$ cat config.mk
export PLATFORM = sky130hd
export DESIGN_NAME = clipped_glyph_pixel_expander_top
export DESIGN_NICKNAME = d
export VERILOG_FILES = /design/src/sv/cgpe_pkg.sv /design/src/sv/cgpe_front.sv /design/src/sv/cgpe_back.sv /design/src/sv/clipped_glyph_pixel_expander_top.sv
export VERILOG_INCLUDE_DIRS = /design/src /design/src/sv
export SDC_FILE = /design/constraint.sdc
export NUM_CORES = 1
export LEC_CHECK = 0
export BUFFER_PORTS_ARGS = -buffer_cell sky130_fd_sc_hd__buf_2
export CAP_MARGIN = 20
export CORE_MARGIN = 8
export CORE_UTILIZATION = 43
export CTS_BUF_LIST = sky130_fd_sc_hd__clkbuf_8
export DETAILED_ROUTE_END_ITERATION = 16
export PLACE_DENSITY = 0.73
export RECOVER_POWER = 50
export SLEW_MARGIN = 20
export SYNTH_ARGS = -nofsm -noshare
export SYNTH_HDL_FRONTEND = slang
export SYNTH_SLANG_ARGS = --single-unit
$ cat constraint.sdc
create_clock -name clk_i -period 8.9 [get_ports clk_i]
set_clock_uncertainty 0.1 [all_clocks]
set_input_delay 2.67 -clock clk_i [delete_from_list [all_inputs] [get_ports clk_i]]
set_output_delay 2.67 -clock clk_i [all_outputs]
set_load 0.05 [all_outputs]
$ cat src/sv/clipped_glyph_pixel_expander_top_defines.svh
// Assertion macros for the clipped glyph pixel expander.
// Define ASSERT_OFF to compile the checks out; no other dependencies.
`ifndef CLIPPED_GLYPH_PIXEL_EXPANDER_TOP_DEFINES_SVH
`define CLIPPED_GLYPH_PIXEL_EXPANDER_TOP_DEFINES_SVH

`ifndef ASSERT_OFF

// Property checked at every clock edge outside reset.
`define CGPE_ASSERT(lbl, clk, rst_n, prop, msg) \
  lbl: assert property (@(posedge clk) disable iff (!rst_n) (prop)) else $error(msg);

// Antecedent in one cycle, consequent in the next.
`define CGPE_ASSERT_NEXT(lbl, clk, rst_n, ante, cons, msg) \
  lbl: assert property (@(posedge clk) disable iff (!rst_n) (ante) |=> (cons)) \
    else $error(msg);

`else

`define CGPE_ASSERT(lbl, clk, rst_n, prop, msg)
`define CGPE_ASSERT_NEXT(lbl, clk, rst_n, ante, cons, msg)

`endif

`endif

$ cat src/sv/cgpe_pkg.sv
// Shared sizes, register indexes and channel types of the glyph pixel expander.
// No dependencies; imported by every module of the block.
package cgpe_pkg;

  localparam int GLYPH_WIDTH  = 8;
  localparam int GLYPH_HEIGHT = 8;
  localparam int FRAME_WIDTH  = 256;
  localparam int FRAME_HEIGHT = 192;

  localparam int PIX_ALL   = GLYPH_WIDTH * GLYPH_HEIGHT;
  localparam int PIX_TOTAL = (PIX_ALL > 64) ? 64 : PIX_ALL;
  localparam int ROWS_USED = (PIX_TOTAL + GLYPH_WIDTH - 1) / GLYPH_WIDTH;
  localparam int COL_W     = (GLYPH_WIDTH > 1) ? $clog2(GLYPH_WIDTH) : 1;

  localparam int ADDR_W  = 16;
  localparam int COLOR_W = 24;
  localparam int CLIP_W  = 8;
  // 16-bit position times 8 plus a column offset, compared against 256 or 192
  localparam int POS_W   = 24;

  localparam logic [ADDR_W-1:0] ADDR_ROW_STEP = ADDR_W'(FRAME_WIDTH - GLYPH_WIDTH + 1);

  // Two-entry queues between the parts
  localparam int Q_DEPTH = 2;
  localparam int Q_PTR_W = 1;
  localparam int Q_CNT_W = 2;

  localparam int CFG_IDX_W = 2;
  localparam logic [CFG_IDX_W-1:0] REG_CLIP_LEFT   = 2'd0;
  localparam logic [CFG_IDX_W-1:0] REG_CLIP_TOP    = 2'd1;
  localparam logic [CFG_IDX_W-1:0] REG_CLIP_RIGHT  = 2'd2;
  localparam logic [CFG_IDX_W-1:0] REG_CLIP_BOTTOM = 2'd3;

  typedef struct packed {
    logic [63:0]         glyph_bits;
    logic signed [15:0]  place_x;
    logic signed [15:0]  place_y;
    logic [COLOR_W-1:0]  fore_color;
    logic [COLOR_W-1:0]  back_color;
    logic                grid_mode;
    logic                hide_back;
  } glyph_req_t;

  typedef struct packed {
    logic [ADDR_W-1:0]  pixel_address;
    logic [COLOR_W-1:0] pixel_color;
    logic               last_write;
  } pixel_wr_t;

  typedef struct packed {
    logic [CLIP_W-1:0] left;
    logic [CLIP_W-1:0] top;
    logic [CLIP_W-1:0] right;
    logic [CLIP_W-1:0] bottom;
  } clip_t;

  // One classified glyph: which pixels survive, their pattern bits, start address
  typedef struct packed {
    logic [PIX_TOTAL-1:0] keep;
    logic [PIX_TOTAL-1:0] set;
    logic [ADDR_W-1:0]    base;
    logic [COLOR_W-1:0]   fore;
    logic [COLOR_W-1:0]   back;
  } cmd_t;

  typedef struct packed {
    logic valid;
    cmd_t cmd;
  } cmd_chan_t;

endpackage

$ cat src/sv/cgpe_front.sv
// Front part: accepts glyph items, works out per-pixel visibility and the
// start address, and holds them in a two-entry command queue. Uses cgpe_pkg.
module cgpe_front import cgpe_pkg::*; (
  input  logic       clk_i,
  input  logic       rst_ni,
  input  clip_t      clip_i,
  input  glyph_req_t req_i,
  input  logic       push,
  output logic       full,
  output cmd_chan_t  cmd_o,
  input  logic       cmd_pop_i
);

  logic signed [POS_W-1:0] x_ext, y_ext, x_org, y_org;
  logic signed [POS_W-1:0] clip_l, clip_t_s, clip_r, clip_b;
  logic signed [POS_W-1:0] col_pos [GLYPH_WIDTH];
  logic signed [POS_W-1:0] row_pos [ROWS_USED];
  logic [GLYPH_WIDTH-1:0]  col_ok;
  logic [ROWS_USED-1:0]    row_ok;
  cmd_t                    cmd_new;

  cmd_t                    ent_q [Q_DEPTH];
  logic [Q_PTR_W-1:0]      wr_q, rd_q;
  logic [Q_CNT_W-1:0]      cnt_q, cnt_d;
  logic                    do_push, do_pop;

  always_comb begin
    x_ext = POS_W'(req_i.place_x);
    y_ext = POS_W'(req_i.place_y);
    x_org = req_i.grid_mode ? POS_W'(x_ext * GLYPH_WIDTH) : x_ext;
    y_org = req_i.grid_mode ? POS_W'(y_ext * GLYPH_HEIGHT) : y_ext;
    clip_l   = signed'(POS_W'(clip_i.left));
    clip_t_s = signed'(POS_W'(clip_i.top));
    clip_r   = signed'(POS_W'(clip_i.right));
    clip_b   = signed'(POS_W'(clip_i.bottom));
    // Clip bounds are never negative, so the low clip test also drops negatives
    for (int c = 0; c < GLYPH_WIDTH; c++) begin
      col_pos[c] = x_org + POS_W'(c);
      col_ok[c]  = (col_pos[c] >= clip_l) && (col_pos[c] <= clip_r) &&
                   (col_pos[c] < POS_W'(FRAME_WIDTH));
    end
    for (int r = 0; r < ROWS_USED; r++) begin
      row_pos[r] = y_org + POS_W'(r);
      row_ok[r]  = (row_pos[r] >= clip_t_s) && (row_pos[r] <= clip_b) &&
                   (row_pos[r] < POS_W'(FRAME_HEIGHT));
    end
    for (int i = 0; i < PIX_TOTAL; i++) begin
      cmd_new.keep[i] = col_ok[i % GLYPH_WIDTH] && row_ok[i / GLYPH_WIDTH] &&
                        (req_i.glyph_bits[i] || !req_i.hide_back);
    end
    cmd_new.set  = req_i.glyph_bits[PIX_TOTAL-1:0];
    // Address arithmetic wraps at 16 bits, so a negative origin still adds up
    cmd_new.base = ADDR_W'(y_org * FRAME_WIDTH + x_org);
    cmd_new.fore = req_i.fore_color;
    cmd_new.back = req_i.back_color;
  end

  assign full      = (cnt_q == Q_CNT_W'(Q_DEPTH));
  assign do_push   = push && !full;
  assign do_pop    = cmd_pop_i && (cnt_q != '0);
  assign cmd_o.valid = (cnt_q != '0);
  assign cmd_o.cmd   = ent_q[rd_q];

  always_comb begin
    cnt_d = cnt_q;
    if (do_push && !do_pop) begin
      cnt_d = cnt_q + 1'b1;
    end else if (do_pop && !do_push) begin
      cnt_d = cnt_q - 1'b1;
    end
  end

  always_ff @(posedge clk_i or negedge rst_ni) begin
    if (!rst_ni) begin
      wr_q  <= '0;
      rd_q  <= '0;
      cnt_q <= '0;
    end else begin
      cnt_q <= cnt_d;
      if (do_push) begin
        wr_q <= (wr_q == Q_PTR_W'(Q_DEPTH - 1)) ? '0 : wr_q + 1'b1;
      end
      if (do_pop) begin
        rd_q <= (rd_q == Q_PTR_W'(Q_DEPTH - 1)) ? '0 : rd_q + 1'b1;
      end
    end
  end

  always_ff @(posedge clk_i) begin
    if (do_push) begin
      ent_q[wr_q] <= cmd_new;
    end
  end

endmodule

$ cat src/sv/cgpe_back.sv
// Back part: walks one classified glyph a pixel per cycle while the result queue
// has room and queues the framebuffer writes in a two-entry result queue. Uses cgpe_pkg.
module cgpe_back import cgpe_pkg::*; (
  input  logic      clk_i,
  input  logic      rst_ni,
  input  cmd_chan_t cmd_i,
  output logic      cmd_pop_o,
  output logic      busy_o,
  output logic      empty,
  input  logic      pop,
  output pixel_wr_t pixel_o
);

  logic                 busy_q;
  logic [PIX_TOTAL-1:0] keep_q, set_q, rest;
  logic [ADDR_W-1:0]    addr_q;
  logic [COL_W-1:0]     col_q;
  logic [COLOR_W-1:0]   fore_q, back_q;
  logic                 step, done, load, emit, res_full;
  pixel_wr_t            res_new;

  pixel_wr_t            ent_q [Q_DEPTH];
  logic [Q_PTR_W-1:0]   wr_q, rd_q;
  logic [Q_CNT_W-1:0]   cnt_q, cnt_d;
  logic                 do_pop;

  assign res_full = (cnt_q == Q_CNT_W'(Q_DEPTH));
  assign step     = busy_q && !res_full;
  assign rest     = keep_q >> 1;
  // Stop as soon as no surviving pixel is left in the glyph
  assign done     = step && (rest == '0);
  assign load     = cmd_i.valid && (!busy_q || done);
  assign emit     = step && keep_q[0];

  assign cmd_pop_o = load;
  assign busy_o    = busy_q;

  assign res_new.pixel_address = addr_q;
  assign res_new.pixel_color   = set_q[0] ? fore_q : back_q;
  assign res_new.last_write    = (rest == '0);

  always_ff @(posedge clk_i or negedge rst_ni) begin
    if (!rst_ni) begin
      busy_q <= 1'b0;
    end else if (load) begin
      busy_q <= 1'b1;
    end else if (done) begin
      busy_q <= 1'b0;
    end
  end

  always_ff @(posedge clk_i) begin
    if (load) begin
      keep_q <= cmd_i.cmd.keep;
      set_q  <= cmd_i.cmd.set;
      addr_q <= cmd_i.cmd.base;
      fore_q <= cmd_i.cmd.fore;
      back_q <= cmd_i.cmd.back;
      col_q  <= '0;
    end else if (step) begin
      keep_q <= rest;
      set_q  <= set_q >> 1;
      if (col_q == COL_W'(GLYPH_WIDTH - 1)) begin
        addr_q <= addr_q + ADDR_ROW_STEP;
        col_q  <= '0;
      end else begin
        addr_q <= addr_q + 1'b1;
        col_q  <= col_q + 1'b1;
      end
    end
  end

  // Result queue
  assign empty   = (cnt_q == '0);
  assign do_pop  = pop && !empty;
  assign pixel_o = ent_q[rd_q];

  always_comb begin
    cnt_d = cnt_q;
    if (emit && !do_pop) begin
      cnt_d = cnt_q + 1'b1;
    end else if (do_pop && !emit) begin
      cnt_d = cnt_q - 1'b1;
    end
  end

  always_ff @(posedge clk_i or negedge rst_ni) begin
    if (!rst_ni) begin
      wr_q  <= '0;
      rd_q  <= '0;
      cnt_q <= '0;
    end else begin
      cnt_q <= cnt_d;
      if (emit) begin
        wr_q <= (wr_q == Q_PTR_W'(Q_DEPTH - 1)) ? '0 : wr_q + 1'b1;
      end
      if (do_pop) begin
        rd_q <= (rd_q == Q_PTR_W'(Q_DEPTH - 1)) ? '0 : rd_q + 1'b1;
      end
    end
  end

  always_ff @(posedge clk_i) begin
    if (emit) begin
      ent_q[wr_q] <= res_new;
    end
  end

endmodule

$ cat src/sv/clipped_glyph_pixel_expander_top.sv
// Top level of the clipped glyph pixel expander: clip registers, front and
// back parts. Uses cgpe_pkg, cgpe_front, cgpe_back and the assertion macros.
//
// Use: push a glyph item (64 pattern bits, position, colors, grid and
// hide-background flags) on glyph_i while full is low. Each visible pixel
// comes out as one framebuffer write on pixel_o, oldest first while empty
// is low; pop takes it. The last write of a glyph has last_write set, and a
// glyph with no visible pixel gives no write at all.
// Flow: an accepted item passes through the command queue and the walk
// registers of the back part into the result queue before it reaches
// pixel_o. The back part visits one pixel per cycle in scan order while
// the result queue has room and stops after the last visible one. A two-entry
// command queue lets the next glyph be accepted while one is expanded.
// When pop stays low the two-entry result queue fills and the pixel walk
// holds; the command queue then fills and full rises.
// Reset empties both queues and sets the clip rectangle to the whole
// 256 x 192 frame. Write clip registers through cfg_we_i only while idle.
`include "clipped_glyph_pixel_expander_top_defines.svh"

module clipped_glyph_pixel_expander_top import cgpe_pkg::*; (
  input  logic                 clk_i,
  input  logic                 rst_ni,
  input  logic                 cfg_we_i,
  input  logic [CFG_IDX_W-1:0] cfg_idx_i,
  input  logic [CLIP_W-1:0]    cfg_data_i,
  input  logic                 push,
  output logic                 full,
  input  glyph_req_t           glyph_i,
  output logic                 empty,
  input  logic                 pop,
  output pixel_wr_t            pixel_o
);

  clip_t     clip_q;
  cmd_chan_t cmd_chan;
  logic      cmd_pop;
  logic      back_busy;

  always_ff @(posedge clk_i or negedge rst_ni) begin
    if (!rst_ni) begin
      clip_q.left   <= 8'd0;
      clip_q.top    <= 8'd0;
      clip_q.right  <= 8'd255;
      clip_q.bottom <= 8'd191;
    end else if (cfg_we_i) begin
      unique case (cfg_idx_i)
        REG_CLIP_LEFT:   clip_q.left   <= cfg_data_i;
        REG_CLIP_TOP:    clip_q.top    <= cfg_data_i;
        REG_CLIP_RIGHT:  clip_q.right  <= cfg_data_i;
        REG_CLIP_BOTTOM: clip_q.bottom <= cfg_data_i;
        default: ;
      endcase
    end
  end

  cgpe_front u_front (
    .clk_i     (clk_i),
    .rst_ni    (rst_ni),
    .clip_i    (clip_q),
    .req_i     (glyph_i),
    .push      (push),
    .full      (full),
    .cmd_o     (cmd_chan),
    .cmd_pop_i (cmd_pop)
  );

  cgpe_back u_back (
    .clk_i     (clk_i),
    .rst_ni    (rst_ni),
    .cmd_i     (cmd_chan),
    .cmd_pop_o (cmd_pop),
    .busy_o    (back_busy),
    .empty     (empty),
    .pop       (pop),
    .pixel_o   (pixel_o)
  );

  `CGPE_ASSERT(a_pop_needs_cmd, clk_i, rst_ni, !cmd_pop || cmd_chan.valid,
               "command popped from empty queue")
  `CGPE_ASSERT(a_full_has_cmd, clk_i, rst_ni, !full || cmd_chan.valid,
               "full while no command waits")
  `CGPE_ASSERT_NEXT(a_idle_no_result, clk_i, rst_ni,
                    !back_busy && !cmd_chan.valid && empty, empty,
                    "write appeared with no glyph in flight")

endmodule

# --- Word-level counts from Yosys, hierarchy flattened ---
# Memory sizes are Yosys's and may differ from the RTL's.
# Index checks and enable logic that the tools add are counted.
# W data, S select, Z words.
op_classes:
  add_sub_neg: 26
  order_cmp: 48
  muxes: 25
  n_reduce_logical: 257
  eq_ne: 6
op_table:
  columns: ["op", "n"]
  rows:
  - ["$ge A24 B9 Y1", 14]
  - ["$le A24 B9 Y1", 14]
  - ["$mux W64", 4]
  - ["$logic_and A1 B1 Y1", 171]
  - ["$lt A24 B10 Y1 const B", 7]
  - ["$lt A24 B9 Y1 const B", 7]
  - ["$add A19 B4 Y20 const B", 8]
  - ["$add A19 B3 Y20 const B", 4]
  - ["$logic_or A1 B1 Y1", 65]
  - ["$logic_not A64 Y1", 1]
  - ["$mux W16", 3]
  - ["$add A19 B2 Y20 const B", 2]
  - ["$ge A19 B9 Y1", 2]
  - ["$le A19 B9 Y1", 2]
  - ["$mux W18", 2]
  - ["$mux W24", 1]
  - ["$lt A19 B10 Y1 const B", 1]
  - ["$lt A19 B9 Y1 const B", 1]
  - ["$add A16 B1 Y16 const B", 1]
  - ["$add A16 B16 Y16", 1]
  - ["$add A16 B8 Y16 const B", 1]
  - ["$mux W1", 10]
  - ["$reduce_bool A2 Y1", 5]
  - ["$logic_not A1 Y1", 9]
  - ["other kinds (11)", 26]
word_totals:
  mem_count: 2
  regBits: 236
  input_bits: 161
  word_cells: 381
  ram_bits: 466
  output_inout_bits: 43
mem_list:
  columns: ["memory", "words", "width", "read_ports", "rd_ports_with_merged_regs", "write_ports", "line", "text"]
  rows:
  - ["u_front.ent_q", 2, 192, 1, 0, 1, "cgpe_front.sv:22", "cmd_t ent_q [Q_DEPTH];"]
  - ["u_back.ent_q", 2, 41, 1, 0, 1, "cgpe_back.sv:22", "pixel_wr_t ent_q [Q_DEPTH];"]

# --- Depth between registers and ports, before layout ---
logic_depth:
  word_depth: 10
  mapped_depth: 25
  depth_no_buf: 16

# --- By module ---
# Synthesis repeated with hierarchy kept, for this count alone.
hier_totals:
  hier_cells: 2926
  hier_area_um2: 38336.8
modules_own_cells:
  columns: ["module", "area_each_um2", "seq_area_each_um2", "instances", "cells_each"]
  rows:
  - ["cgpe_front", 25209.2, 11631.2, 1, 2199]
  - ["cgpe_back", 11896.4, 8413.1, 1, 659]
  - ["clipped_glyph_pixel_expander_top", 1231.2, 819.5, 1, 68]

# --- Worst setup path after synthesis ---
# No wires, ideal clock.
synth_path:
  kind: "input to register"
  start: "input port push"
  end: "memory u_front.ent_q[0][0] (netlist name), enable pin"
  setup_slack_ps: -2667
  stages: 2
  t_arrival_ps: 10720
  setup_time_ps: 747
  n_path_buf: 0
  required_time_ps: 8053
  cell_sequence: "nand2_1 nor2_1"
synth_between:
  elab_chain_cells: 3
synth_rtl:
  columns: ["element", "line", "text"]
  rows:
  - ["from (decl)", "clipped_glyph_pixel_expander_top.sv:26", "input logic push,"]
  - ["$logic_and A1 B1 Y1", "cgpe_front.sv:59", "assign do_push = push && !full;"]
  - ["$mux W1", "cgpe_front.sv:90", "if (do_push) begin"]
  - ["$mux W1 (implied by the code)", "cgpe_front.sv:91", "ent_q[wr_q] <= cmd_new;"]
  - ["to (decl)", "cgpe_front.sv:22", null]
# No other way between the ends.

==> key figures <==
Pwr
  • Pwr dens: 269 nW/um2
  • VDD IR max: 208 uV
  • P_leak: 0.0158 uW
  • Flop pwr share: 48.7%
  • Logic pwr share: 29.5%
  • Sw Pwr: 3820 uW
  • Sw Ratio: 34.7%
  • Clock network power share: 21.8%
  • P_int: 7180 uW

Run
  • Max-cap violations: 8

Clocking
  • Setup Buffers After CTS: 0
  • CTS buffer count: 107
  • PostCTS Resize Cnt: 0
  • Worst-path clk slew: 0.06 ns
  • Root Driver: clkbuf_8
  • CTS sink cnt: 702
  • H-tree depth: 3
  • Worst skew pair latency: 0.72 ns
  • Hold Buf Count CTS: 0
  • Clk buf depth: 3
  • TritonCTS clock tree: built

Critical path
  • Critical path's largest stage delay: 0.69 ns
  • CP max stage cell: nor2b_1
  • RR Startpoint: u_back.keep_q[23]
  • CP required: 9.22 ns
  • Critical path endpoint category: flip-flop
  • Reg2reg path depth: 9
  • Critical-path cell list: buf_4 -> nor2b_1 -> inv_1 -> ha_1 -> nand4b_1 -> mux2i_1 -> a21oi_1 -> ha_1 -> a21o_1 -> a21oi_1 -> o221ai_1 -> o21ai_0 -> nand4_1 -> nand4bb_2 -> a2111oi_0
  • CP top delay family: compound AO/OA/AOI/OAI gates
  • Crit Path Category: in2reg
  • R2r endpoint: u_back.set_q[55]
  • Worst R2R Setup Slack: 3.19 ns
  • Crit path max fanout: 69
  • Startpoint Class: primary input
  • WP buf/inv: 2
  • CP arrival: 7.57 ns

Global routing
  • Global-route wire length before repair: 155000 um
  • Initial antenna violation count: 14
  • Vias in the first global route: 25500
  • Grt ovf: 0
  • Largest net degree at the start of global routing: 153
  • Gr usage total: 21.0%

STA
  • Final setup viols: 0
  • Worst-Margin Slew: 4.13 ns
  • Final Max Slew Viols: 430
  • Unrepaired setup endpoints after global routing: false
  • FMAX: 138 MHz
  • Final Hold Vio Count: 0
  • Min Clock Period, post-route: 7.26 ns
  • Worst setup margin: 1.64 ns
  • Setup_tns: 0 ns
  • Post-route clock period utilization: 81.5%
  • Slew HR: -175%

Drt
  • First-pass DRT Iterations: 6
  • WL/cell: 23.2 um
  • Total Wirelength: 104000 um
  • Via density: 5.78
  • Highest Signal Layer: met5
  • Met2 wire length: 47500 um
  • Via count: 25900
  • Residual DRC: 0
  • DRT antenna net count: 0
  • Initial drt markers: 2626
  • Met1 Wirelength: 45100 um
  • WL met3: 8260 um

Die
  • Core footprint: 85100 um2
  • Row count: 107
  • Effective utilization at floorplan: 43.4%
  • Die W: 309 um
  • Die Y: 309 um
  • Die Footprint: 95500 um2
  • Ports: 204

Worst hold path
  • Worst min-delay path startpoint: u_back.col_q[2]
  • Hold Path Class: reg2reg
  • Hold Path Stages: 2
  • Worst Hold End: u_back.col_q[2]

Placed design
  • Dpl hpwl: 72800 um
  • Port Buf Inserts: 203
  • RePlAce Congestion: 1.01
  • Pre-CTS setup slack: 1.08 ns

Logic synthesis
  • Yosys warning total: 0
  • Synthesized instance count: 3024
  • Netlist cell types: 103
  • Seq/Total Area, Yosys: 56.5%
  • FF+latch count, synth: 702
  • Leading area contributor after synthesis: edfxtp_1
  • Most numerous cell in the Yosys netlist: edfxtp_1
  • Share of the synthesized area in the top cell type: 53.5%
  • Number of synthesized flops with an enable pin: 658
  • Main synth FF type: edfxtp_1
  • Syn_area_per_cell: 12.2 um2
  • Synth area leaders: edfxtp_1 54%, ha_1 7.8%, mux2i_1 4.7%
  • Synth cell count leaders: 658 x edfxtp_1, 277 x nor2_1, 261 x a21oi_1
  • Syn nets: 3415
  • Async set-reset flop share out of synthesis: 5.84%
  • Synth Cell Area: 36900 um2

Finish
  • Post-layout net count: 3633
  • Share of cells above drive strength 1: 14.3%
  • Synth-to-Final Area Change: 10.9%
  • Fill cells: 7595

Status
  • Run status: finished with violations
  • Failing checks: max-capacitance violations, max-slew violations
state kept, by name (all words and copies together), names as in the netlist, 2 cells and up:
signal,count
u_back.col_q,3
u_front.cnt_q,2
u_back.cnt_q,2
u_back.addr_q,16
u_back.ent_q,82
u_back.set_q,64
clip_q,32
u_back.keep_q,64
u_back.back_q,24
u_back.fore_q,24
u_front.ent_q,384
worst reg2reg max path, stage by stage, from the launching register on:
cell      delay, ns
edfxtp_1       0.42
nor4_1         0.64
nand4_1        0.40
nor4_1         0.81
a21boi_0       0.35
nor2_4         0.64
buf_4          0.80
buf_4          0.85
nor2_1         0.20
a21oi_1        0.31
cell type report:
type                       count  area (um2)  share of cell area (%)
sequential                   702       20900                    51.0
multi-input combinational   2093       15100                    37.0
clock buffer                 112        1540                    3.77
tap                         1144        1430                    3.50
timing repair buffer         247        1230                    3.01
clock inverter                75         358                   0.874
inverter                      91         342                   0.834
antenna                       10        25.0                  0.0611
layout by cell type (no fill, tap or decap), drive strengths merged, types with 11 or more instances in the layout:
master / count
edfxtp: 658
nand2b: 17
ha: 230
nand4: 44
inv: 138
nor3b: 15
a211oi: 18
o21a: 17
a2111oi: 12
a21oi: 262
dfrtp: 26
nor4: 27
nor3: 88
and3: 13
dfstp: 15
nand3: 80
a21o: 34
a22oi: 12
nor2b: 27
o22ai: 19
and2: 19
a31oi: 14
nor2: 278
mux2: 147
clkbuf: 212
clkinv: 24
nand2: 160
o211ai: 12
buf: 147
nand3b: 20
o21ai: 102
mux2i: 175
xnor2: 84
or3: 11
xor2: 34
layer usage:
metal  up-vias  global-route usage, %
met5         -                      0
met4        12                   6.54
met3       184                   4.61
met2      1022                   33.3
met1     12700                   28.8
li1      11900                      -
how the worst max path moves through the flow:
stage,start,end,slack (ns),cells after the start
2_1_floorplan,push,u_front.ent_q[0][0],0.58,2
3_5_place_dp,glyph_i[1],u_front.ent_q[1][155],1.08,15
3_3_place_gp,glyph_i[1],u_front.ent_q[0][155],1.38,15
5_1_grt,glyph_i[1],u_front.ent_q[0][155],1.33,15
6_report,glyph_i[1],u_front.ent_q[0][157],1.64,15
4_1_cts,glyph_i[1],u_front.ent_q[1][155],1.80,15
power groups by stage:
stage / clock network, uW / registers (uW) / logic [uW]
2_1_floorplan: 0 / 5330 / 2340
4_1_cts: 2450 / 5320 / 3280
5_1_grt: 2590 / 5450 / 3530
6_report: 2400 / 5360 / 3250
3_3_place_gp: 0 / 5330 / 3210
3_5_place_dp: 0 / 5380 / 3270
logic make-up after synthesis:
| group | synth area share (%) |
|---|---|
| muxes | 9.24 |
| buffers and inverters | 2.57 |
| and+or+nand+nor | 11.2 |
| AOI/OAI and AO/OA | 9.83 |
| xor gates and xnor gates | 2.80 |
| adders and majority gates | 7.82 |
| DFF | 56.5 |
through the flow:
stage          total power (uW)  hold slack, ns  instance area, um2  instances  utilization (%)
2_1_floorplan              7670           0.341               36900       3024                -
3_3_place_gp               8540           0.345               39200       4277             46.0
3_5_place_dp               8650           0.369               39200       4277             46.0
4_1_cts                   11100           0.375               41100       4464             48.3
5_1_grt                   11600           0.395               40900       4467             48.1
6_report                  11000           0.372               40900       4474             48.1
(Power assumes the default switching activity.)
